[src/rtl/core/pisu_ram.sv]
module pisu_ram #(
   parameter int WIDTH = 8,
   parameter int DEPTH = 256
) (
   input  logic                                         clock,
   input  logic                                         wr_en,
   input  logic [((DEPTH > 1) ? $clog2(DEPTH) : 1)-1:0] wr_addr,
   input  logic [WIDTH-1:0]                             wr_data,
   input  logic                                         rd_en,
   input  logic [((DEPTH > 1) ? $clog2(DEPTH) : 1)-1:0] rd_addr,
   output logic [WIDTH-1:0]                             rd_data
);

   logic [WIDTH-1:0] mem_ff [DEPTH];
   logic [WIDTH-1:0] rd_data_ff;

   always_ff @(posedge clock) begin
      if (wr_en) begin
         mem_ff[wr_addr] <= wr_data;
      end
      if (rd_en) begin
         rd_data_ff <= mem_ff[rd_addr];
      end
   end

   assign rd_data = rd_data_ff;

endmodule

[config.mk]
export PLATFORM = sky130hd
export DESIGN_NAME = pisu_ram
export DESIGN_NICKNAME = d
export VERILOG_FILES = /design/src/rtl/core/pisu_ram.sv
export SDC_FILE = /design/constraint.sdc
export NUM_CORES = 2
export LEC_CHECK = 0
export BUFFER_PORTS_ARGS = -buffer_cell sky130_fd_sc_hd__buf_2
export CORE_MARGIN = 1.5
export CORE_UTILIZATION = 45
export CTS_BUF_LIST = sky130_fd_sc_hd__clkbuf_4
export CTS_CLUSTER_SIZE = 20
export DETAILED_ROUTE_END_ITERATION = 16
export GPL_TIMING_DRIVEN = 0
export PLACE_DENSITY = 0.67
export SLEW_MARGIN = 20
export SYNTH_ARGS = -nofsm -noshare
export SYNTH_HDL_FRONTEND = slang
export SYNTH_SLANG_ARGS = --single-unit
export TNS_END_PERCENT = 30
[constraint.sdc]
create_clock -name clock -period 2.68 [get_ports clock]
set_input_delay 0.134 -clock clock [delete_from_list [all_inputs] [get_ports clock]]
set_output_delay 0.134 -clock clock [all_outputs]
set_load 0.02 [all_outputs]
==> results.txt <==
The flip-flop and latch count after synthesis is 2056. Counting distinct cell types in the post-synthesis netlist gives 54. Dividing the detail-routed wire length by the instance count gives 34.0 um. Measured against its own limit, the worst slew margin works out to 0.132.

For the worst-skew pair, the clock arrives at the later sink with an insertion delay of roughly 1.4 ns. The leakage power of the design is 28.7 nW. The CTS tree is built. After detailed routing, the number of remaining DRC violations is 0. The global-route usage over all layers came out at 0.266. The number of H-tree levels came out at 6.

Clock tree synthesis found a total of about 2100 sinks. The number of max-slew violations in the final report is 0. Across the VDD grid, the largest voltage drop is 0.000516 V. The met2 track demand over resource came out at 0.406.

The die covers 0.180 mm2. The number of core rows came out at roughly 150. The aggregate global routing overflow is 0. The main combinational cell family by area after synthesis is multiplexers. The first TritonRoute pass finished after 6 iterations. The design draws around 66 mW.

The die outline width came out at between 400 and 500 um. Static timing analysis puts the maximum clock frequency at around 350 MHz. The mux contribution to synthesized area is 0.146. Ranked by total cell area, the synthesized netlist is headed by sky130_fd_sc_hd__edfxtp_1 78%, sky130_fd_sc_hd__mux4_2 13%, sky130_fd_sc_hd__mux2i_1 1.7%, sky130_fd_sc_hd__nor2_1 1.3%, sky130_fd_sc_hd__a22oi_1 1.3%. The placement-stage worst setup slack came out at -2.11 ns.

At the end of the flow the core is filled with cells to 0.516. After global routing, the most crowded layer is met2. The wire-length estimate of the detail-placed layout is ~160 mm. The post-layout instance count excluding filler cells is roughly 7100. The die height is approximately 420 um. The fraction of the mapped netlist area in compound gates came out at 0.0342. The required time at the worst-slack endpoint is approximately 3.7 ns. The number of synthesized flops with an enable pin is 2056. The async set-reset flop share out of synthesis is 0.

Across the run, the number of max-cap violations was 0. The maximum clock path buffer count is 4. The cell total after placement came out at 6130. By count the netlist is led by 2056 x sky130_fd_sc_hd__edfxtp_1, 454 x sky130_fd_sc_hd__mux4_2, 282 x sky130_fd_sc_hd__nor2_1. The routed via count divided by cell count is about 6.3. The flow ran to the end, but the final reports show violations. The number of placed I/O pins came out at 35.

The worst setup slack after layout is -0.208 ns. STA classifies the critical path startpoint as an input pin. The post-detailed-placement cell area came out at approximately 0.084 mm2.

The number of global-route vias before repair came out at 43449. The number of antenna violations at the first check in global routing is 15. The type of destination of the critical path is a register. At the end of the flow, the number of nets in the layout was between 4000 and 5000. The post-CTS setup buffer count came out at 0. The first-pass GRT wire length came out at 328 mm. The fraction of synthesized cell area in xor and xnor cells is 0.

The post-route fraction of the period consumed by the critical path came out at 1.08. The global-route met1 utilization came out at 0.346. In this run the standard cell core region covers around 0.18 mm2. The endpoint arrival time on the critical path came out at between 3 and 4 ns. The netlist area before placement came out at between 0.07 and 0.08 mm2.

The worst path in the final design needs a cycle of 2.89 ns, including I/O delays and setup. In this run the worst hold path is classified as in -> reg. Counting every net in the synthesized netlist gives ~3800. The initial detailed-routing violation count is ~6800. The largest fanout of any net on the critical path is 11. The sequential element share of the synthesized area is 0.775. The most used flip-flop cell after synthesis is sky130_fd_sc_hd__edfxtp_1. The checks that failed: setup timing. The largest net degree at the start of global routing is approximately 140. The final-report setup violation count came out at 11. At the pin with the least slew margin, the transition time is about 1.3 ns. The met3 usage is 0.0856.

The clock transition at the registers of the reported paths came out at 0.07 ns. The top cell type by total area after synthesis is sky130_fd_sc_hd__edfxtp_1. The starting density of the core is 0.453.

Of the post-synthesis cell area, the dominant cell type holds 0.775. The design area came out at 0.0908 mm2. The antenna violation net count after detailed routing came out at 0. The post-synthesis instance total is between 3000 and 4000. Compared with the post-synthesis result, the final layout area differs by 14.0%.

The final-layout setup total negative slack is -0.526 ns. Clock tree synthesis inserted a total of between 500 and 600 buffers. The power per cell area came out at around 720 mW/mm2. The startpoint-to-endpoint class of the critical path is in -> reg.

The aggregate routed wire length is between 200 and 250 mm. The largest clock skew in the final design is 0.129 ns. The number of buffer cells added on primary ports is 27.

The cell sitting at the root of the clock tree is a sky130_fd_sc_hd__clkbuf_4. Each instance of the synthesized netlist takes up on average roughly 21 um2. The simple-gate share of the synthesized area came out at 0.0263. The congestion estimate from routability-driven global placement came to 0.949. The final count of hold timing violations is 0. The ratio of cells with drive above 1 in the final layout is 0.322.

Of the total synthesized cell area, the portion taken by full adders, half adders and majority gates is 0. Among all cell types in the netlist, the one instantiated most often is sky130_fd_sc_hd__edfxtp_1. The worst hold slack after final layout came out at between 0.15 and 0.2 ns.

Yosys printed 0 warnings. Across all layers, the routed design uses around 44000 vias.
registers in the layout, summed over array words and instances, names as in the netlist:
| register | cells |
|---|---|
| mem_ff | 2048 |
| rd_data | 8 |
repair_timing:
item,CTS,global route
setup endpoints to repair,8,20
pin swaps,1,1
endpoints found under the hold margin,3016,0
gates resized for setup,46,32
hold buffers,42,0
routing by layer:
metal,routed length (um),up-vias
met3,31300,601
met1,86100,22856
met4,11800,6
li1,-,17330
met5,54,-
met2,110000,3330
final timing paths:
check | slack (ns) | start | endpoint | depth (start not counted)
worst max register to register | -0.06 | mem_ff[137][2] | rd_data[2] | 6
worst min register to register | 1.10 | mem_ff[41][3] | rd_data[3] | 6
worst min-delay path | 0.19 | rd_addr[6] | rd_data[3] | 6
worst max-delay path | -0.21 | rd_addr[5] | rd_data[2] | 8
final cells by class:
type	count	area (um2)
Sequential cell	2056	61700
Antenna cell	15	37.5
Clock buffer	768	5770
Timing Repair Buffer	99	1480
Fill cell	13883	85100
Inverter	2	7.51
Buffer	233	1510
Tap cell	2340	2930
Multi-Input combinational cell	1442	16800
Clock inverter	101	533
layout by cell type (no fill, tap or decap), drive strengths merged, types with 28 or more instances in the layout:
cell / synthesis / layout
nor2: 282 / 282
nor2b: 31 / 31
mux4: 456 / 456
edfxtp: 2056 / 2056
nand2: 33 / 33
buf: 122 / 184
clkinv: 1 / 91
nand3: 34 / 34
mux2i: 134 / 134
o22ai: 28 / 28
dlygate4sd3: 0 / 36
clkbuf: 111 / 880
a22oi: 133 / 133
o221ai: 47 / 47
a21oi: 96 / 96
cells by family after synthesis:
kind of cell           after synthesis
and+or+nand+nor                    466
muxes                              591
AOI/OAI and AO/OA                  385
buffers and inverters              235
DFF                               2056
worst max-delay path, stage by stage:
cell and delay [ns]:
sky130_fd_sc_hd__dlygate4sd3_1 0.57, sky130_fd_sc_hd__buf_2 0.27, sky130_fd_sc_hd__or2_2 0.37, sky130_fd_sc_hd__buf_1 0.36, sky130_fd_sc_hd__clkbuf_2 0.59, sky130_fd_sc_hd__a21oi_1 0.68, sky130_fd_sc_hd__nor4_4 0.18, sky130_fd_sc_hd__nor4_2 0.71
power by group:
part	switching (mW)	internal [mW]	leakage [nW]
combinational	2.69	1.26	6.42
clock	12.5	13.5	3.79
sequential	0.0360	35.4	18.5
Power figures use the tool's default switching activity.
