$ cat src/rtl/core/pisu_pkg.sv
package pisu_pkg;

   localparam int MAX_SPHERES = 256;
   localparam int COORD_BITS  = 24;
   localparam int RAD_BITS    = COORD_BITS - 1;
   localparam int IDX_BITS    = (MAX_SPHERES > 1) ? $clog2(MAX_SPHERES) : 1;
   localparam int COUNT_BITS  = $clog2(MAX_SPHERES + 1);
   localparam int BOX_BITS    = COORD_BITS + 1;
   localparam int PROD_BITS   = 2 * COORD_BITS;
   localparam int ACC_BITS    = PROD_BITS + 2;
   localparam int ENTRY_BITS  = RAD_BITS + 3 * COORD_BITS;

   localparam logic [1:0] REQ_CLEAR = 2'd0;
   localparam logic [1:0] REQ_ADD   = 2'd1;
   localparam logic [1:0] REQ_QUERY = 2'd2;

   typedef logic signed [COORD_BITS-1:0] coord_type;

   typedef struct packed {
      coord_type z;
      coord_type y;
      coord_type x;
   } vec3_type;

   typedef struct packed {
      logic [1:0]          req_type;
      coord_type           pos_x;
      coord_type           pos_y;
      coord_type           pos_z;
      logic [RAD_BITS-1:0] sphere_radius;
   } req_item_type;

   typedef struct packed {
      logic                  inside_res;
      logic                  status;
      logic [COUNT_BITS-1:0] sphere_count;
   } rsp_item_type;

   typedef enum logic [1:0] {
      OP_DX,
      OP_DY,
      OP_DZ,
      OP_RAD
   } dist_op_type;

   typedef struct packed {
      logic        mul_en;
      dist_op_type op;
   } dist_ctl_type;

   typedef struct packed {
      logic clear;
      logic grow;
   } box_ctl_type;

endpackage

$ cat src/rtl/core/pisu_dist_unit.sv
module pisu_dist_unit (
   input  logic                   clock,
   input  pisu_pkg::dist_ctl_type ctl,
   input  pisu_pkg::vec3_type     point,
   input  pisu_pkg::vec3_type     center,
   input  logic [pisu_pkg::RAD_BITS-1:0] radius,
   output logic                   hit
);
   import pisu_pkg::*;

   logic signed [COORD_BITS:0] diff;
   logic signed [COORD_BITS:0] mag;
   logic [COORD_BITS-1:0]      operand;
   logic [PROD_BITS-1:0]       prod_ff;
   logic [PROD_BITS-1:0]       prod_in;
   logic [ACC_BITS-1:0]        acc_ff;
   logic [ACC_BITS-1:0]        acc_in;
   coord_type                  p_sel;
   coord_type                  c_sel;

   // one axis per step, radius on the last step
   always_comb begin
      case (ctl.op)
         OP_DX:   begin p_sel = point.x; c_sel = center.x; end
         OP_DY:   begin p_sel = point.y; c_sel = center.y; end
         default: begin p_sel = point.z; c_sel = center.z; end
      endcase
      diff = (COORD_BITS+1)'(p_sel) - (COORD_BITS+1)'(c_sel);
      mag  = diff[COORD_BITS] ? -diff : diff;
      if (ctl.op == OP_RAD) begin
         operand = {{(COORD_BITS-RAD_BITS){1'b0}}, radius};
      end else begin
         operand = mag[COORD_BITS-1:0];
      end
   end

   // product is registered, summed on the next step
   always_comb begin
      prod_in = prod_ff;
      acc_in  = acc_ff;
      if (ctl.mul_en) begin
         prod_in = PROD_BITS'(operand) * PROD_BITS'(operand);
         case (ctl.op)
            OP_DX:   acc_in = acc_ff;
            OP_DY:   acc_in = ACC_BITS'(prod_ff);
            default: acc_in = acc_ff + ACC_BITS'(prod_ff);
         endcase
      end
   end

   always_ff @(posedge clock) begin
      prod_ff <= prod_in;
      acc_ff  <= acc_in;
   end

   // valid once the radius square sits in the product register
   assign hit = acc_ff <= ACC_BITS'(prod_ff);

endmodule

$ cat config.mk
export PLATFORM = sky130hd
export DESIGN_NAME = pisu_dist_unit
export DESIGN_NICKNAME = d
export VERILOG_FILES = /design/src/rtl/core/pisu_pkg.sv /design/src/rtl/core/pisu_dist_unit.sv
export SDC_FILE = /design/constraint.sdc
export NUM_CORES = 2
export LEC_CHECK = 0
export ABC_AREA = 1
export BUFFER_PORTS_ARGS = -buffer_cell sky130_fd_sc_hd__buf_2
export CAP_MARGIN = 20
export CORE_ASPECT_RATIO = 1.1
export CORE_MARGIN = 1
export CORE_UTILIZATION = 55
export CTS_CLUSTER_SIZE = 28
export DETAILED_ROUTE_END_ITERATION = 10
export GPL_ROUTABILITY_DRIVEN = 0
export PLACE_DENSITY_LB_ADDON = 0.15
export SLEW_MARGIN = 20
export SYNTH_ARGS = -nofsm -noshare
export SYNTH_HDL_FRONTEND = slang
export SYNTH_SLANG_ARGS = --single-unit
export TNS_END_PERCENT = 5
$ cat constraint.sdc
create_clock -name clock -period 16.1 [get_ports clock]
set_input_delay 1.61 -clock clock [delete_from_list [all_inputs] [get_ports clock]]
set_output_delay 1.61 -clock clock [all_outputs]
set_load 0.02 [all_outputs]
==> flow_metrics.tcl <==
set metrics [dict create \
    clock_tree.root_cell "sky130_fd_sc_hd__clkbuf_16" \
    synth_top_cell_area_share_pct 30.8 \
    rrSetupSlack_ns 12.37 \
    critical-path-top-delay-family "adder cells" \
    synth.cells.most_frequent "sky130_fd_sc_hd__inv_1 (901), sky130_fd_sc_hd__nand2_1 (585), sky130_fd_sc_hd__fa_1 (423), sky130_fd_sc_hd__nor2_1 (396), sky130_fd_sc_hd__ha_1 (292)" \
    post-route-period-util_pct 81.6 \
    cts.repair.resized 0 \
    floorplan.rows 85 \
    cts_buffer_depth 2 \
    post_drt_wl_per_cell_um 17.5 \
    synth_top_family_by_area "adder cells" \
    yosys-top-cells-area "sky130_fd_sc_hd__fa_1 (31%), sky130_fd_sc_hd__ha_1 (13%), sky130_fd_sc_hd__inv_1 (12%)" \
    route.vias.total 23800 \
    result_of_the_run "completed" \
    number_of_failing_setup_endpoints_in_the_final_timing_report 0 \
    synth.ff_latch_count 97 \
    timing_max_transition_violations_final 0 \
    pin_count 172 \
    nNetsFinal 4610 \
    cts_hold_buffers 0 \
    timing.max_slew.rel_slack_pct 27.9 \
    cp_max_fo 27 \
    layout-drive-gt1-share_pct 7.56 \
    synth_async_sr_flop_share_pct 0 \
    muxShareOfSynthArea_pct 0 \
    dominant_cell_by_count_in_the_synthesized_netlist "sky130_fd_sc_hd__inv_1" \
    yosys.area_share.adder_pct 44.1 \
    synth.yosys.seq_area_share_pct 10.6 \
    cts_made_buffers 9 \
    max_freq_mhz 76.1 \
    placement.io_buffers 171 \
    max_slew.worst_pin.slew_ns 1.08 \
    grt.total_usage_pct 31.1 \
    synth_cell_types 54 \
    worst_path_cell_with_the_longest_stage_delay "sky130_fd_sc_hd__clkinv_1" \
    dr.first_iter.drc_count 1733 \
    crit_arrival_ns 13.25 \
    grt_first_pass_wirelength_mm 124 \
    hold_path.class "flip-flop to flip-flop" \
    clock_tree_from_tritoncts "built" \
    cts.htree.levels 3 \
    clk_latency_ns 0.37 \
    synth_fp_nets 4477 \
    synth_enable_flop_cells 97 \
    worst-setup-path-type "input pin to flip-flop" \
    synth_xor_area_share_pct 2.74 \
    rsz0062_at_grt "false" \
    die_width_um 215 \
    die-height_um 236 \
    grt_start_max_net_pins 67 \
    cp.required_ns 16.20 \
    floorplan.core_area_um2 49100 \
    first_pass_iteration_count_of_the_detailed_router 7 \
    antenna_left 0 \
    routed_wl_mm 76.9 \
    setup.worst_path.end_class "flip-flop" \
    floorplan.initialDensity_pct 55.9 \
    cp.buffers_inverters 10 \
    detailed_placement_hpwl_mm 64.8 \
    finalHoldViolCount 0 \
    cts.sinks 97 \
    avgSynthCellArea_um2 7.65 \
    synth_top_cell_by_area "sky130_fd_sc_hd__fa_1" \
    clkTransAtPathRegs_ns 0.07 \
    yosys.area_share.simple_pct 18.4 \
    grt_pass1_vias 24000 \
    cp_slowest_stage_delay_ns 0.73 \
    drv.max_cap_violation_count 0 \
    design.die.area_um2 50800 \
    final.setup_skew_ns 0.00996 \
    synth_ff_type "sky130_fd_sc_hd__edfxtp_1" \
    fillCellCount 4629 \
    period_needed_ns 13.14 \
    routed_via_density 5.44 \
    flow.area_growth_from_synthesis_pct 6.38 \
    remaining_drc_errors 0 \
    post_synthesis_cells 3591 \
    compound_gate_portion_of_the_synthesized_area_pct 10.2 \
    fin_tns_setup_ns 0 \
    cts.repair_timing.setup_buffer_count 0 \
    worst_setup_path_start_kind "input pin" \
    synth_area_um2 27500 \
    gr-total-overflow 0 \
    grt_antenna_before_repair 4 \
    yosys_warnings 0 \
]
final timing paths:
path | from | to | cells past startpoint
setup / recovery | ctl[1] | prod_ff[41]$_DFFE_PP_ | 44
hold / removal | prod_ff[40]$_DFFE_PP_ | acc_ff[40]$_DFFE_PP_ | 2
setup reg to reg | prod_ff[3]$_DFFE_PP_ | acc_ff[22]$_DFFE_PP_ | 16
hold reg to reg | prod_ff[40]$_DFFE_PP_ | acc_ff[40]$_DFFE_PP_ | 2
layout make-up:
cell class / count / area, µm² / area share, %
Sequential cell: 97 / 2910 / 9.97
Multi-Input combinational cell: 2506 / 20800 / 71.0
Tap cell: 652 / 816 / 2.79
Timing Repair Buffer: 188 / 983 / 3.37
Clock inverter: 7 / 61.3 / 0.210
Antenna cell: 4 / 10.0 / 0.0343
Clock buffer: 9 / 225 / 0.771
Inverter: 922 / 3460 / 11.8
registers in the layout, summed over array words and instances, names as in the netlist:
name,flops
prod_ff,47
acc_ff,50
per-stage QoR:
step	utilization [%]	area [µm²]	hold slack, ns	instances	setup slack (ns)
finish	59.5	29200	0.598	4385	2.96
detailed placement	58.9	28900	0.587	4365	2.72
CTS	59.5	29200	0.601	4381	3.08
floorplan	-	27500	0.550	3591	5.52
global route	59.5	29200	0.624	4385	2.21
global placement	58.9	28900	0.573	4365	3.00
logic make-up after synthesis:
logic type / Yosys count
buf+inv: 988
fa+ha+maj: 715
compound gates: 485
xor+xnor: 85
simple gates: 1221
flops: 97
per-layer routing:
metal | up-vias | GRT usage (%) | share of wire [%]
li1 | 11300 | - | -
met5 | - | 0 | 0.012
met2 | 946 | 53.8 | 48
met4 | 2 | 10.8 | 3.7
met3 | 181 | 3.28 | 7.0
met1 | 11400 | 40.5 | 41
worst register-to-register path: stages (launching register included):
cell	delay (ns)
sky130_fd_sc_hd__edfxtp_1	0.41
sky130_fd_sc_hd__inv_1	0.09
sky130_fd_sc_hd__ha_1	0.34
sky130_fd_sc_hd__inv_1	0.10
sky130_fd_sc_hd__a21oi_1	0.14
sky130_fd_sc_hd__nand2_1	0.12
sky130_fd_sc_hd__nand2_1	0.10
sky130_fd_sc_hd__nand2_1	0.05
sky130_fd_sc_hd__a21oi_1	0.25
sky130_fd_sc_hd__o21ai_0	0.20
sky130_fd_sc_hd__a21oi_1	0.38
sky130_fd_sc_hd__o21ai_0	0.33
sky130_fd_sc_hd__a21boi_0	0.39
sky130_fd_sc_hd__o21ai_0	0.17
sky130_fd_sc_hd__or2_2	0.29
sky130_fd_sc_hd__nand3_1	0.09
sky130_fd_sc_hd__nand2_1	0.06
cells in the final DEF (no fill, tap or decap), types with 7 or more instances in the layout:
cell and n:
sky130_fd_sc_hd__nand2_2 10, sky130_fd_sc_hd__or2_2 18, sky130_fd_sc_hd__a21o_1 7, sky130_fd_sc_hd__fa_1 423, sky130_fd_sc_hd__xor2_1 58, sky130_fd_sc_hd__ha_1 292, sky130_fd_sc_hd__a31oi_1 25, sky130_fd_sc_hd__buf_4 17
sky130_fd_sc_hd__nor3_1 22, sky130_fd_sc_hd__nor2_1 393, sky130_fd_sc_hd__nor4_1 9, sky130_fd_sc_hd__o21ai_2 11, sky130_fd_sc_hd__o22ai_1 29, sky130_fd_sc_hd__a21oi_1 191, sky130_fd_sc_hd__o21a_1 10, sky130_fd_sc_hd__o21ai_0 124
sky130_fd_sc_hd__buf_2 171, sky130_fd_sc_hd__clkbuf_16 9, sky130_fd_sc_hd__o211ai_1 10, sky130_fd_sc_hd__nand3_1 126, sky130_fd_sc_hd__inv_2 16, sky130_fd_sc_hd__inv_1 901, sky130_fd_sc_hd__nand4_1 32, sky130_fd_sc_hd__xnor2_1 26
sky130_fd_sc_hd__edfxtp_1 97, sky130_fd_sc_hd__nor2_2 7, sky130_fd_sc_hd__nand2_1 584, sky130_fd_sc_hd__o21bai_1 30, sky130_fd_sc_hd__o21ai_1 12, sky130_fd_sc_hd__nor2_4 8
Power is left out: the tool's default activity adds up to more than one toggle a clock period on the data nets, which glitch-free logic cannot reach.
