--- src/rtl/core/pisu_pkg.sv ---
package pisu_pkg;

   localparam int MAX_SPHERES = 256;
   localparam int COORD_BITS  = 24;
   localparam int RAD_BITS    = COORD_BITS - 1;
   localparam int IDX_BITS    = (MAX_SPHERES > 1) ? $clog2(MAX_SPHERES) : 1;
   localparam int COUNT_BITS  = $clog2(MAX_SPHERES + 1);
   localparam int BOX_BITS    = COORD_BITS + 1;
   localparam int PROD_BITS   = 2 * COORD_BITS;
   localparam int ACC_BITS    = PROD_BITS + 2;
   localparam int ENTRY_BITS  = RAD_BITS + 3 * COORD_BITS;

   localparam logic [1:0] REQ_CLEAR = 2'd0;
   localparam logic [1:0] REQ_ADD   = 2'd1;
   localparam logic [1:0] REQ_QUERY = 2'd2;

   typedef logic signed [COORD_BITS-1:0] coord_type;

   typedef struct packed {
      coord_type z;
      coord_type y;
      coord_type x;
   } vec3_type;

   typedef struct packed {
      logic [1:0]          req_type;
      coord_type           pos_x;
      coord_type           pos_y;
      coord_type           pos_z;
      logic [RAD_BITS-1:0] sphere_radius;
   } req_item_type;

   typedef struct packed {
      logic                  inside_res;
      logic                  status;
      logic [COUNT_BITS-1:0] sphere_count;
   } rsp_item_type;

   typedef enum logic [1:0] {
      OP_DX,
      OP_DY,
      OP_DZ,
      OP_RAD
   } dist_op_type;

   typedef struct packed {
      logic        mul_en;
      dist_op_type op;
   } dist_ctl_type;

   typedef struct packed {
      logic clear;
      logic grow;
   } box_ctl_type;

endpackage

--- src/rtl/core/pisu_box.sv ---
module pisu_box (
   input  logic                  clock,
   input  logic                  reset,
   input  pisu_pkg::box_ctl_type ctl,
   input  pisu_pkg::vec3_type    pos,
   input  logic [pisu_pkg::RAD_BITS-1:0] radius,
   output logic                  in_box
);
   import pisu_pkg::*;

   localparam logic signed [BOX_BITS-1:0] BOX_MAX = {1'b0, {(BOX_BITS-1){1'b1}}};
   localparam logic signed [BOX_BITS-1:0] BOX_MIN = {1'b1, {(BOX_BITS-1){1'b0}}};

   logic signed [BOX_BITS-1:0] low_ff  [3];
   logic signed [BOX_BITS-1:0] high_ff [3];
   logic signed [BOX_BITS-1:0] low_in  [3];
   logic signed [BOX_BITS-1:0] high_in [3];
   logic signed [BOX_BITS-1:0] p_ext   [3];
   logic signed [BOX_BITS-1:0] lo_cand [3];
   logic signed [BOX_BITS-1:0] hi_cand [3];
   logic signed [BOX_BITS-1:0] r_ext;
   logic [2:0]                 axis_ok;

   assign p_ext[0] = BOX_BITS'(pos.x);
   assign p_ext[1] = BOX_BITS'(pos.y);
   assign p_ext[2] = BOX_BITS'(pos.z);
   assign r_ext    = $signed({{(BOX_BITS-RAD_BITS){1'b0}}, radius});

   always_comb begin
      for (int k = 0; k < 3; k++) begin
         lo_cand[k] = p_ext[k] - r_ext;
         hi_cand[k] = p_ext[k] + r_ext;
         low_in[k]  = low_ff[k];
         high_in[k] = high_ff[k];
         if (ctl.clear) begin
            low_in[k]  = BOX_MAX;
            high_in[k] = BOX_MIN;
         end else if (ctl.grow) begin
            if (lo_cand[k] < low_ff[k]) begin
               low_in[k] = lo_cand[k];
            end
            if (hi_cand[k] > high_ff[k]) begin
               high_in[k] = hi_cand[k];
            end
         end
         axis_ok[k] = (p_ext[k] >= low_ff[k]) && (p_ext[k] <= high_ff[k]);
      end
   end

   assign in_box = &axis_ok;

   always_ff @(posedge clock) begin
      for (int k = 0; k < 3; k++) begin
         if (reset) begin
            low_ff[k]  <= BOX_MAX;
            high_ff[k] <= BOX_MIN;
         end else begin
            low_ff[k]  <= low_in[k];
            high_ff[k] <= high_in[k];
         end
      end
   end

endmodule

--- config.mk ---
export PLATFORM = sky130hd
export DESIGN_NAME = pisu_box
export DESIGN_NICKNAME = d
export VERILOG_FILES = /design/src/rtl/core/pisu_pkg.sv /design/src/rtl/core/pisu_box.sv
export SDC_FILE = /design/constraint.sdc
export NUM_CORES = 1
export LEC_CHECK = 0
export BUFFER_PORTS_ARGS = -buffer_cell sky130_fd_sc_hd__buf_2
export CELL_PAD_IN_SITES_DETAIL_PLACEMENT = 1
export CELL_PAD_IN_SITES_GLOBAL_PLACEMENT = 2
export CORE_UTILIZATION = 39
export CTS_CLUSTER_SIZE = 28
export DETAILED_ROUTE_END_ITERATION = 10
export PLACE_DENSITY = 0.81
export REMOVE_ABC_BUFFERS = 1
export SLEW_MARGIN = 20
export SYNTH_ARGS = -nofsm -noshare
export SYNTH_HDL_FRONTEND = slang
export SYNTH_SLANG_ARGS = --single-unit
export TNS_END_PERCENT = 5
--- constraint.sdc ---
create_clock -name clock -period 6 [get_ports clock]
set_input_delay 0.3 -clock clock [delete_from_list [all_inputs] [get_ports clock]]
set_output_delay 0.3 -clock clock [all_outputs]
set_load 0.02 [all_outputs]
==> results.md, run 1 <==
* Status: finished, violations left
* Violated checks: DRC
* Cts repair resizes at 0
* Share of layout cells above drive strength 1 at 7.131%
* Peak VDD IR at roughly 0.17 mV
* Sequential share of the synthesized area at between 10% and 20%
* Fin crit share at just under 90%
* Synth Flop Type: dfxtp_1
* Highest clock rate at a little under 200 MHz
* Multi-input gate area in the final layout at between 0.01 and 0.015 mm2
* Worst hold endpoint: high_ff[0][23]
* R2r endpoint: low_ff[0][4]
* Power Dens Cells at 208.1 mW/mm2
* Vias in the first global route at about 19000
* Placed Cells incl. Taps at ~3100
* Mapped Area at about 0.019 mm2
* Clock buffer depth at 2
* Area grow syn2layout at 8.569%
* Synth cell types at 89
* Total track usage at ~28%
* CP max stage delay at 0.44 ns
* WL/cell at around 22 um
* DRT iter0 DRCs at around 680
* Filler Cell Count at 6073
* #FFs+latches synth at 150
* Buffers & Inverters on Critical Path at 4
* IO Pins at 100
* Initial core utilization at around two fifths
* Slew Limit Fails at 0
* Routed WL at ~69 mm
* Floorplan row count at roughly 80
* Power Internal at approximately 2.5 mW
* Critical Path AT at ~5.6 ns
* Largest net degree at the start of global routing at 49
* Synthesized area per cell at ~7.9 um2
* Clock Power Share at about a quarter
* Die Ht at roughly 220 um
* Final setup fails at 0
* Initial antenna violation count at 2
* TritonCTS clock tree: yes
* # hold bufs at CTS at 0
* Synth top area share at 28.24%
* Clock buffer count from CTS at 17
* Core area at about 0.049 mm2
* GR Overflow Total at 0
* Sw frac at 42.77%
* Hold Path Origin: pos[23]
* Asr flop ratio synth at 0%
* Worst path depth at 22
* Crit Path Class: in2reg
* Port bufs at ~100
* Crit-path cells: buf_2 -> inv_1 -> ha_1 -> and3_1 -> a221o_1 -> a21oi_1 -> o21ai_1 -> a21o_1 -> a2111oi_2 -> nor2_1 -> xnor2_1 -> inv_1 -> ha_1 -> a21o_1 -> a21o_1 -> a21oi_1 -> o211ai_1 -> a311oi_1 -> mux2_2 -> buf_4 -> mux2i_1 -> nand2_1
* H-tree depth at 4
* Worst Hold Class: in2reg
* Routability cong. at between 0.9 and 1
* Antenna viol nets, final at 0
* Dpl hpwl at slightly below 60 mm
* Synth top area cells: ha_1 28%, dfxtp_1 16%, inv_1 5.0%
* Final hold vios at 0
* EDFF count, synth at 0
* Flop-to-flop setup slack at 2.59 ns
* Die W at 224.3 um
* Via count at ~18000
* Worst-skew pair later-pin latency at around 0.5 ns
* Hold Path Cell Cnt at 3
* Worst Path Max Fanout at 20
* Full die area at just over 0.05 mm2
* Fin Clk Skew at 0.01113 ns
* Sequential power share at 24.9%
* CP most frequent cell: a21o_1
* Delay-heaviest family, CP: compound AO/OA/AOI/OAI gates
* Period minus WS final at roughly 5.2 ns
* Slowest cell on crit path: ha_1
* Drc violations at 2
* Leakage at 10.43 nW
* Final std cells w/o fill at 3161
* Layout Nets at 3024
* DR pass1 iterations at 7
* Root buffer cell: clkbuf_16
* RSZ-0062 raised after global routing: no
* Switching power of the nets at roughly 1.9 mW
* Worst flop-to-flop path startpoint: low_ff[0][5]
* Storage cell area at around 0.003 mm2
* Clk slew on worst S/H paths at ~0.070 ns
* Crit path capture type: flop
* Max-cap check violation count at 0
* Setup bufs post-CTS at 0
* Reg2Reg Depth at 11
* Syn. warnings at 0
* Synth Instances at approximately 2400
* CP startpoint kind: input pin
* Slew at the pin closest to its max-slew limit at between 0.8 and 0.9 ns
* CP required at ~6.4 ns
* Vias per cell at ~5.7
* Rel. slew slack at 43.86%
* First-pass GRT wire length at between 100 and 150 mm
* CTS Sinks at 150
* Comb pwr share at approximately half
* Post-synth top area cell: ha_1
* Setup TNS at 0 ns
[through the flow]
step	setup WS (ns)	instance area, um2	hold WS [ns]	power (mW)	util, %
after global routing	0.4012	20930	0.2612	4.662	42.84
final	0.8010	20930	0.2552	4.355	42.84
after detailed placement	0.2974	20370	0.4586	3.257	41.70
after floorplan	0.9619	18880	0.4363	2.576	-
after global placement	0.3529	20370	0.4506	3.189	41.70
after CTS	0.8209	20920	0.2129	4.390	42.83
[state kept, by name (all words and copies together) (netlist names)]
signal,cells
high_ff,75
low_ff,75
[Yosys cell counts (all sizes together) (12+ instances only)]
cell type  count
nor2         207
mux2i         75
inv          259
nand2b        20
nand2        153
xnor2         98
nand3         38
a211oi        34
o31ai         19
nor4          17
o21bai        30
dfxtp        150
nor2b         35
o21a          32
a21oi        189
buf           34
nand4         53
a21o         111
nor3          46
a31oi         23
o21ai         98
or3           12
o211ai        44
ha           435
xor2          23
clkbuf        58
[tightest hold or removal path, stage by stage]
cell      delay, ns
buf_2          0.20
nand4_1        0.11
o311ai_1       0.08
[worst max path at each step]
stage,start,to
detailed placement,radius[14],low_ff[1][8]
global placement,radius[13],low_ff[1][8]
CTS,radius[14],low_ff[1][8]
floorplan,pos[48],low_ff[2][10]
finish,radius[14],low_ff[1][8]
global route,radius[14],low_ff[1][8]
[cells in the final DEF (no fill, tap or decap), types with 6 or more instances in the layout]
master,Yosys,final
xor2_1,23,23
a31oi_1,23,23
o21a_1,32,32
o31ai_1,16,16
mux2i_1,75,75
clkbuf_16,0,17
buf_4,2,13
o21ai_0,82,82
o21bai_1,30,30
o211ai_1,44,44
inv_1,258,258
o2111ai_1,6,6
ha_1,435,435
buf_2,25,99
o211a_1,10,10
a2111oi_0,6,6
nand4_1,53,53
a21oi_1,186,186
o21ai_1,15,14
nand2_1,153,153
nor3_1,46,46
a211oi_1,31,31
nand2b_1,20,20
dfxtp_1,150,150
or3_1,12,12
nand3_1,38,38
and3_1,10,10
o22ai_1,8,8
a21o_1,111,111
and2_1,7,6
fa_1,6,6
xnor2_1,98,98
nor2b_1,35,35
nor2_1,206,205
nor4_1,17,17
[per-layer routing]
metal	up-vias	global-route usage (%)	wire length [um]
li1	8796	-	-
met1	8855	33.54	30980
met2	221	49.13	33550
met3	102	3.122	1443
met4	2	12.38	2635
met5	-	0	13
[kinds of logic (layout without fill, tap and decap cells)]
kind of cell | Yosys count | count (layout) | share of synthesized area, %
other | 0 | 1 | 0
DFF | 150 | 150 | 15.58
xor gates and xnor gates | 121 | 121 | 5.499
buffers and inverters | 354 | 407 | 7.147
muxes | 78 | 78 | 4.070
and+or+nand+nor | 631 | 631 | 15.57
AOI/OAI and AO/OA | 668 | 668 | 23.27
adders and majority gates | 441 | 441 | 28.86
[power by group through the flow]
stage / Combinational [mW] / Clock [mW] / Sequential, mW
2_1_floorplan: 1.47 / 0 / 1.10
3_3_place_gp: 2.08 / 0 / 1.11
3_5_place_dp: 2.15 / 0 / 1.11
4_1_cts: 2.16 / 1.14 / 1.09
5_1_grt: 2.40 / 1.17 / 1.09
6_report: 2.16 / 1.11 / 1.09
[cell type report]
| class | instances | area share [%] |
|---|---|---|
| multi-input cells | 1939 | 71.30 |
| flip-flops and latches | 150 | 14.35 |
| inverters | 262 | 4.700 |
| well taps | 664 | 3.970 |
| repair buffers | 114 | 3.026 |
| clock buffers | 22 | 2.266 |
| clock inverters | 9 | 0.3707 |
| diodes | 1 | 0.01196 |
Note: power is estimated with default switching activity, not from simulation.
==> run 2, diff against run 1 <==
--- a/config.mk
+++ b/config.mk
@@ -8,10 +8,11 @@
 export BUFFER_PORTS_ARGS = -buffer_cell sky130_fd_sc_hd__buf_2
 export CELL_PAD_IN_SITES_DETAIL_PLACEMENT = 1
 export CELL_PAD_IN_SITES_GLOBAL_PLACEMENT = 2
-export CORE_UTILIZATION = 39
+export CORE_ASPECT_RATIO = 1.75
+export CORE_UTILIZATION = 25
 export CTS_CLUSTER_SIZE = 28
 export DETAILED_ROUTE_END_ITERATION = 10
-export PLACE_DENSITY = 0.81
+export PLACE_DENSITY = 0.55
 export REMOVE_ABC_BUFFERS = 1
 export SLEW_MARGIN = 20
 export SYNTH_ARGS = -nofsm -noshare
==> constraint.sdc (replaced) <==
create_clock -name clock -period 4.8 [get_ports clock]
set_input_delay 0.24 -clock clock [delete_from_list [all_inputs] [get_ports clock]]
set_output_delay 0.24 -clock clock [all_outputs]
set_load 0.02 [all_outputs]
==> run 2 against run 1 <==
Against the previous run: the run now ends clean; cell count increased by 20%; wire length rose by 24%; sequential share of layout area shrank 1.7 points; first-iteration DRC count fell by 8.4%; combinational power rose by 47%; die area up 56%; setup slack got worse by 0.56 ns; global-route usage decreased by 5.5 points; clock skew increased by 0.0033 ns.
==> results.md, run 2 (synthesis results as in run 1) <==
* Diode count at 0 (-1)
* Status: complete, no violations
* Vias in the first global route at 21050 (+11%)
* Final setup fails at 0 (unchanged)
* First-pass GRT wire length at 126.0 mm (+19%)
* CP required at 5.22 ns (-1.14 ns)
* Port bufs at 99 (unchanged)
* # hold bufs at CTS at 0 (unchanged)
* Biggest registers after layout: high_ff (75), low_ff (75)
* Floorplan row count at 134 (+65%)
* Initial core utilization at 25.26% (-14 points)
* H-tree depth at 4 (unchanged)
* Root buffer cell: clkbuf_16
* Worst Hold Class: in2reg
* Period minus WS final at approximately 4.6 ns
* GR Overflow Total at 0 (unchanged)
* Highest clock rate at around 220 MHz
* Peak VDD IR at 0.2661 mV (+57%)
* Routability cong. at 0.9009 (-0.49%)
* TritonCTS clock tree: yes
* Clock buffer depth at 2 (unchanged)
* Die Ht at 369.3 um (+65%)
* Sequential power share at 22.2% (-2.7 points)
* Worst slack at placement at -0.5538 ns (-0.8512 ns)
* Worst Path Max Fanout at 2 (-90%)
* Sw frac at 41.77% (-0.99 points)
* Antenna viol nets, final at 0 (unchanged)
* Via count at 18940 (+5.4%)
* Cts repair resizes at 0 (unchanged)
* DR pass1 iterations at 4 (-3)
* Power Internal at 3.558 mW (+43%)
* Setup bufs post-CTS at 0 (unchanged)
* Vias per cell at 4.975 (-13%)
* Full die area at 0.07825 mm2 (+56%)
* Rel. slew slack at 31.43% (-12 points)
* Max-cap check violation count at 0 (unchanged)
* Initial antenna violation count at 2 (unchanged)
* Storage cell area at 0.003003 mm2 (unchanged)
* Final hold vios at 0 (unchanged)
* Placed Cells incl. Taps at 3776 (+21%)
* Setup ws final at 0.2390 ns (-0.5620 ns)
* Share of layout cells above drive strength 1 at 17.29% (+10 points)
* Multi-input gate area in the final layout at 0.01500 mm2 (+0.51%)
* Drc violations at 0 (-2)
* WL/cell at 22.29 um (+2.7%)
* Die W at 211.9 um (-5.5%)
* Most frequent cells in the layout: 435 x ha_1, 297 x buf_4, 258 x inv_1
* Worst-skew pair later-pin latency at 0.53 ns (+0.03 ns)
* Crit Path Class: in2reg
* Leading cell type in the layout, fill and taps excluded: ha_1
* CTS Sinks at 150 (unchanged)
* Crit path capture type: flop
* DRT iter0 DRCs at 624 (-8.4%)
* Clk slew on worst S/H paths at 0.07 ns (about the same)
* Slew at the pin closest to its max-slew limit at 1.021 ns (+0.1998 ns)
* Core area at 0.07629 mm2 (+56%)
* Filler Cell Count at 9217 (+52%)
* Clock Power Share at 25.7% (+0.3 points)
* Routed WL at 84.86 mm (+24%)
* IO Pins at 100 (unchanged)
* Layout Nets at 3315 (+9.6%)
* Critical Path AT at 4.98 ns (-0.58 ns)
* Clock buffer count from CTS at 17 (unchanged)
* Comb pwr share at 52.1% (+2.4 points)
* Slew Limit Fails at 0 (unchanged)
* Fin crit share at 95.02%
* Fin Clk Skew at 0.01447 ns (+0.003336 ns)
* Switching power of the nets at 2.553 mW (+37%)
* Leakage at 11.91 nW (+14%)
* Total track usage at 22.22% (-5.5 points)
* Setup TNS at 0 ns (unchanged)
* Dpl hpwl at 73.20 mm (+27%)
* Largest net degree at the start of global routing at 89 (+82%)
* CP startpoint kind: input pin
* Final std cells w/o fill at 3807 (+20%)
* Power Dens Cells at 256.9 mW/mm2 (+23%)
* Area grow syn2layout at 23.41%
run 2: final cells by class:
type / count / area share, %
Timing Repair Buffer: 405 / 12.21
Multi-Input combinational cell: 1939 / 63.05
Tap cell: 1020 / 5.366
Clock inverter: 13 / 0.7628
Sequential cell: 150 / 12.62
Inverter: 262 / 4.135
Clock buffer: 18 / 1.846
run 2: final timing paths:
check | startpoint | endpoint | slack, ns | cells past startpoint
min | pos[23] | high_ff[0][23] | 0.20 | 3
max reg2reg | low_ff[2][6] | low_ff[2][7] | 1.52 | 14
max | pos[0] | high_ff[0][23] | 0.24 | 23
min reg2reg | high_ff[0][20] | high_ff[0][20] | 0.47 | 2
run 2: metrics by stage:
stage	util, %	total power [mW]	area, um2	hold slack [ns]
after global placement	30.27	4.511	23090	0.4499
after floorplan	-	3.219	18880	0.3946
after CTS	31.08	6.240	23710	0.1475
after detailed placement	30.27	4.583	23090	0.4580
after global routing	31.18	6.579	23790	0.2068
final	31.18	6.111	23790	0.1960
run 2: layer usage:
| metal | up-vias | wire length (um) | GRT usage, % |
|---|---|---|---|
| met5 | - | 23 | 0 |
| met4 | 4 | 4914 | 12.83 |
| met3 | 110 | 1607 | 2.241 |
| met2 | 247 | 46890 | 44.19 |
| met1 | 9198 | 31420 | 21.72 |
| li1 | 9380 | - | - |
run 2: power by group through the flow:
stage                     registers [mW]  clock network (mW)  logic (mW)
after floorplan                     1.38                   0        1.84
after global placement              1.38                   0        3.13
after detailed placement            1.39                   0        3.20
after CTS                           1.36                1.66        3.22
after global routing                1.37                1.68        3.53
final                               1.36                1.57        3.18
run 2: worst max-delay path, stage by stage:
cell       delay, ns
buf_2           0.14
ha_1            0.23
fa_1            0.48
nand2b_1        0.12
a21oi_1         0.09
o21ai_1         0.22
a211oi_1        0.16
buf_4           0.17
o21ai_2         0.24
nand2_1         0.12
a21oi_1         0.23
xnor2_1         0.15
ha_1            0.33
nand4_1         0.14
or2_1           0.32
nor2_2          0.21
o21ai_0         0.12
buf_4           0.17
o2111ai_1       0.14
o21ai_0         0.22
a21o_1          0.23
or4_1           0.40
o311ai_1        0.10
==> run 3, diff against run 2 <==
--- a/config.mk
+++ b/config.mk
@@ -8,7 +8,6 @@
 export BUFFER_PORTS_ARGS = -buffer_cell sky130_fd_sc_hd__buf_2
 export CELL_PAD_IN_SITES_DETAIL_PLACEMENT = 1
 export CELL_PAD_IN_SITES_GLOBAL_PLACEMENT = 2
-export CORE_ASPECT_RATIO = 1.75
 export CORE_UTILIZATION = 25
 export CTS_CLUSTER_SIZE = 28
 export DETAILED_ROUTE_END_ITERATION = 10
==> run 3 against run 2 <==
Against the previous run: final area is 2.9% lower; core utilization fell by 0.81 points; combinational power shrank 6.6%; non-clock buffer count is 89 lower; critical path depth grew 2; global-route usage down 2.1 points; cell count decreased by 2.0%; clock power barely moved; hold slack got worse by 0.071 ns; flip-flop and latch count did not move; setup slack better by 0.095 ns; critical path type unchanged; highest routed layer unchanged.
==> results.md, run 3 (synthesis results as in run 1) <==
* TritonCTS clock tree: yes
* RSZ-0062 raised after global routing: no
* Metal2 WL at 38.37 mm (-18%)
* Worst-skew pair later-pin latency at 0.50 ns (-0.03 ns)
* Final std cells w/o fill at 3729 (-2.0%)
* Crit path capture type: flop
* Floorplan row count at 101 (-25%)
* Worst Setup SP: radius[1]
* Design Power at 5.875 mW (-3.9%)
* Antenna viol nets, final at 0 (unchanged)
* Critical Path AT at 4.84 ns (-0.14 ns)
* Filler Cell Count at 9180 (-0.40%)
* Final hold vios at 0 (unchanged)
* Setup bufs post-CTS at 0 (unchanged)
* Diode count at 0 (unchanged)
* First-pass GRT wire length at 117.5 mm (-6.7%)
* Final setup fails at 0 (unchanged)
* Fin crit share at 93.03% (-2.0 points)
* Leakage at 11.49 nW (-3.5%)
* Clk slew on worst S/H paths at 0.07 ns (about the same)
* Slew Limit Fails at 0 (unchanged)
* Worst flop-to-flop path startpoint: low_ff[2][1]
* CTS Sinks at 150 (unchanged)
* Routed WL at 77.08 mm (-9.2%)
* Full die area at 0.07821 mm2 (about the same)
* # hold bufs at CTS at 0 (unchanged)
* Most frequent cells in the layout: 435 x ha_1, 258 x inv_1, 207 x buf_4
* IO Pins at 100 (unchanged)
* Setup TNS at 0 ns (unchanged)
* Dpl hpwl at 67.01 mm (-8.4%)
* Max-cap check violation count at 0 (unchanged)
* WL/cell at 20.67 um (-7.3%)
* Power Dens Cells at 254.3 mW/mm2 (-1.0%)
* DRT met1 WL at 35.22 mm (+12%)
* Vias in the first global route at 19940 (-5.3%)
* Biggest registers after layout: high_ff (75), low_ff (75)
* Drc violations at 0 (unchanged)
* GR Overflow Total at 0 (unchanged)
* Via count at 18550 (-2.0%)
* Routability cong. at 0.8521 (-5.4%)
* Die Ht at 279.7 um (-24%)
* CP startpoint kind: input pin
* Met3 routed WL at 1.195 mm (-26%)
* Status: complete, no violations
* Initial core utilization at 25.33% (+0.070 points)
* Share of layout cells above drive strength 1 at 14.19% (-3.1 points)
* Highest clock rate at 223.9 MHz (+2.1%)
* Post-DP Area at 0.02245 mm2 (-2.8%)
* Period minus WS final at 4.466 ns (-0.09542 ns)
* Clock buffer depth at 2 (unchanged)
* Hold Path Origin: reset
* Largest net degree at the start of global routing at 27 (-70%)
* Placed Cells incl. Taps at 3697 (-2.1%)
* Vias per cell at 4.975 (about the same)
* Root buffer cell: clkbuf_16
* Fin area at 0.02310 mm2 (-2.9%)
* Worst Hold Class: in2reg
* Port bufs at 99 (unchanged)
* Area grow syn2layout at 19.86%
* Fin Clk Skew at 0.009157 ns (-0.005309 ns)
* Slew at the pin closest to its max-slew limit at 0.8369 ns (-0.1838 ns)
* Total track usage at 20.13% (-2.1 points)
* DRT iter0 DRCs at 648 (+3.8%)
* Layout Nets at 3226 (-2.7%)
* Die W at 279.7 um (+32%)
* Initial antenna violation count at 3 (+1)
* Rel. slew slack at 44.07% (+13 points)
* Worst Path Max Fanout at 17 (+15)
* Crit Path Class: in2reg
* Max layer used: met5
* Peak VDD IR at 0.2042 mV (-23%)
* H-tree depth at 4 (unchanged)
* CP required at 5.18 ns (-0.04 ns)
* DR pass1 iterations at 5 (+1)
* Clock buffer count from CTS at 17 (unchanged)
* Leading cell type in the layout, fill and taps excluded: ha_1
* Core area at 0.07608 mm2 (-0.28%)
==> run 3: critical path, cell delays in order <==
cell       delay (ns)
buf_2            0.12
inv_1            0.07
buf_4            0.17
ha_1             0.30
nor2b_1          0.05
o21bai_1         0.19
a21oi_1          0.15
o211ai_1         0.35
a21oi_1          0.17
buf_4            0.17
o31ai_1          0.29
a211oi_2         0.17
buf_4            0.17
ha_1             0.27
nand4_1          0.13
or2_1            0.30
nor2_1           0.21
o21ai_0          0.13
buf_4            0.17
o2111ai_1        0.12
o21ai_0          0.21
a21oi_4          0.21
buf_12           0.19
mux2i_1          0.22
nor2_1           0.05
==> run 3: what timing repair did <==
item	in CTS	in global routing
pin swaps	0	1
resized for setup	2	1
setup endpoints to repair	25	28
hold endpoints to repair	0	0
==> run 3: stage by stage <==
step           worst slack, ns  utilization, %  hold slack, ns
2_1_floorplan          -0.1781               -          0.3946
3_3_place_gp           -0.8302           29.51          0.4469
3_5_place_dp           -0.8407           29.51          0.4602
4_1_cts                 0.1394           30.36         0.09498
5_1_grt               0.002103           30.37          0.1206
6_report                0.3344           30.37          0.1252
==> run 3: power breakdown <==
| part | switching, mW | leakage [nW] | internal [mW] |
|---|---|---|---|
| clock | 0.650 | 0.308 | 0.898 |
| combinational | 1.72 | 9.96 | 1.25 |
| sequential | 0.0323 | 1.22 | 1.32 |
==> run 3: path summary, 6_finish.rpt <==
check	to	slack, ns	cells after the start
max	high_ff[0][3]	0.33	25
min	low_ff[2][3]	0.13	3
max reg2reg	low_ff[2][12]	1.71	12
min reg2reg	high_ff[0][20]	0.46	2
==> run 3: final cells by class <==
cell class | count | area [um2] | area share [%]
Inverter | 262 | 983.4 | 4.257
Clock inverter | 11 | 172.7 | 0.7474
Timing Repair Buffer | 316 | 2250 | 9.738
Tap cell | 1030 | 1289 | 5.579
Sequential cell | 150 | 3003 | 13.00
Multi-Input combinational cell | 1939 | 14940 | 64.69
Clock buffer | 21 | 460.4 | 1.993
==> run 3: metal layers <==
| metal | vias up | GRT usage, % |
|---|---|---|
| li1 | 9213 | - |
| met1 | 9108 | 24.67 |
| met2 | 159 | 36.22 |
| met5 | - | 0 |
| met4 | 4 | 6.950 |
| met3 | 69 | 2.135 |
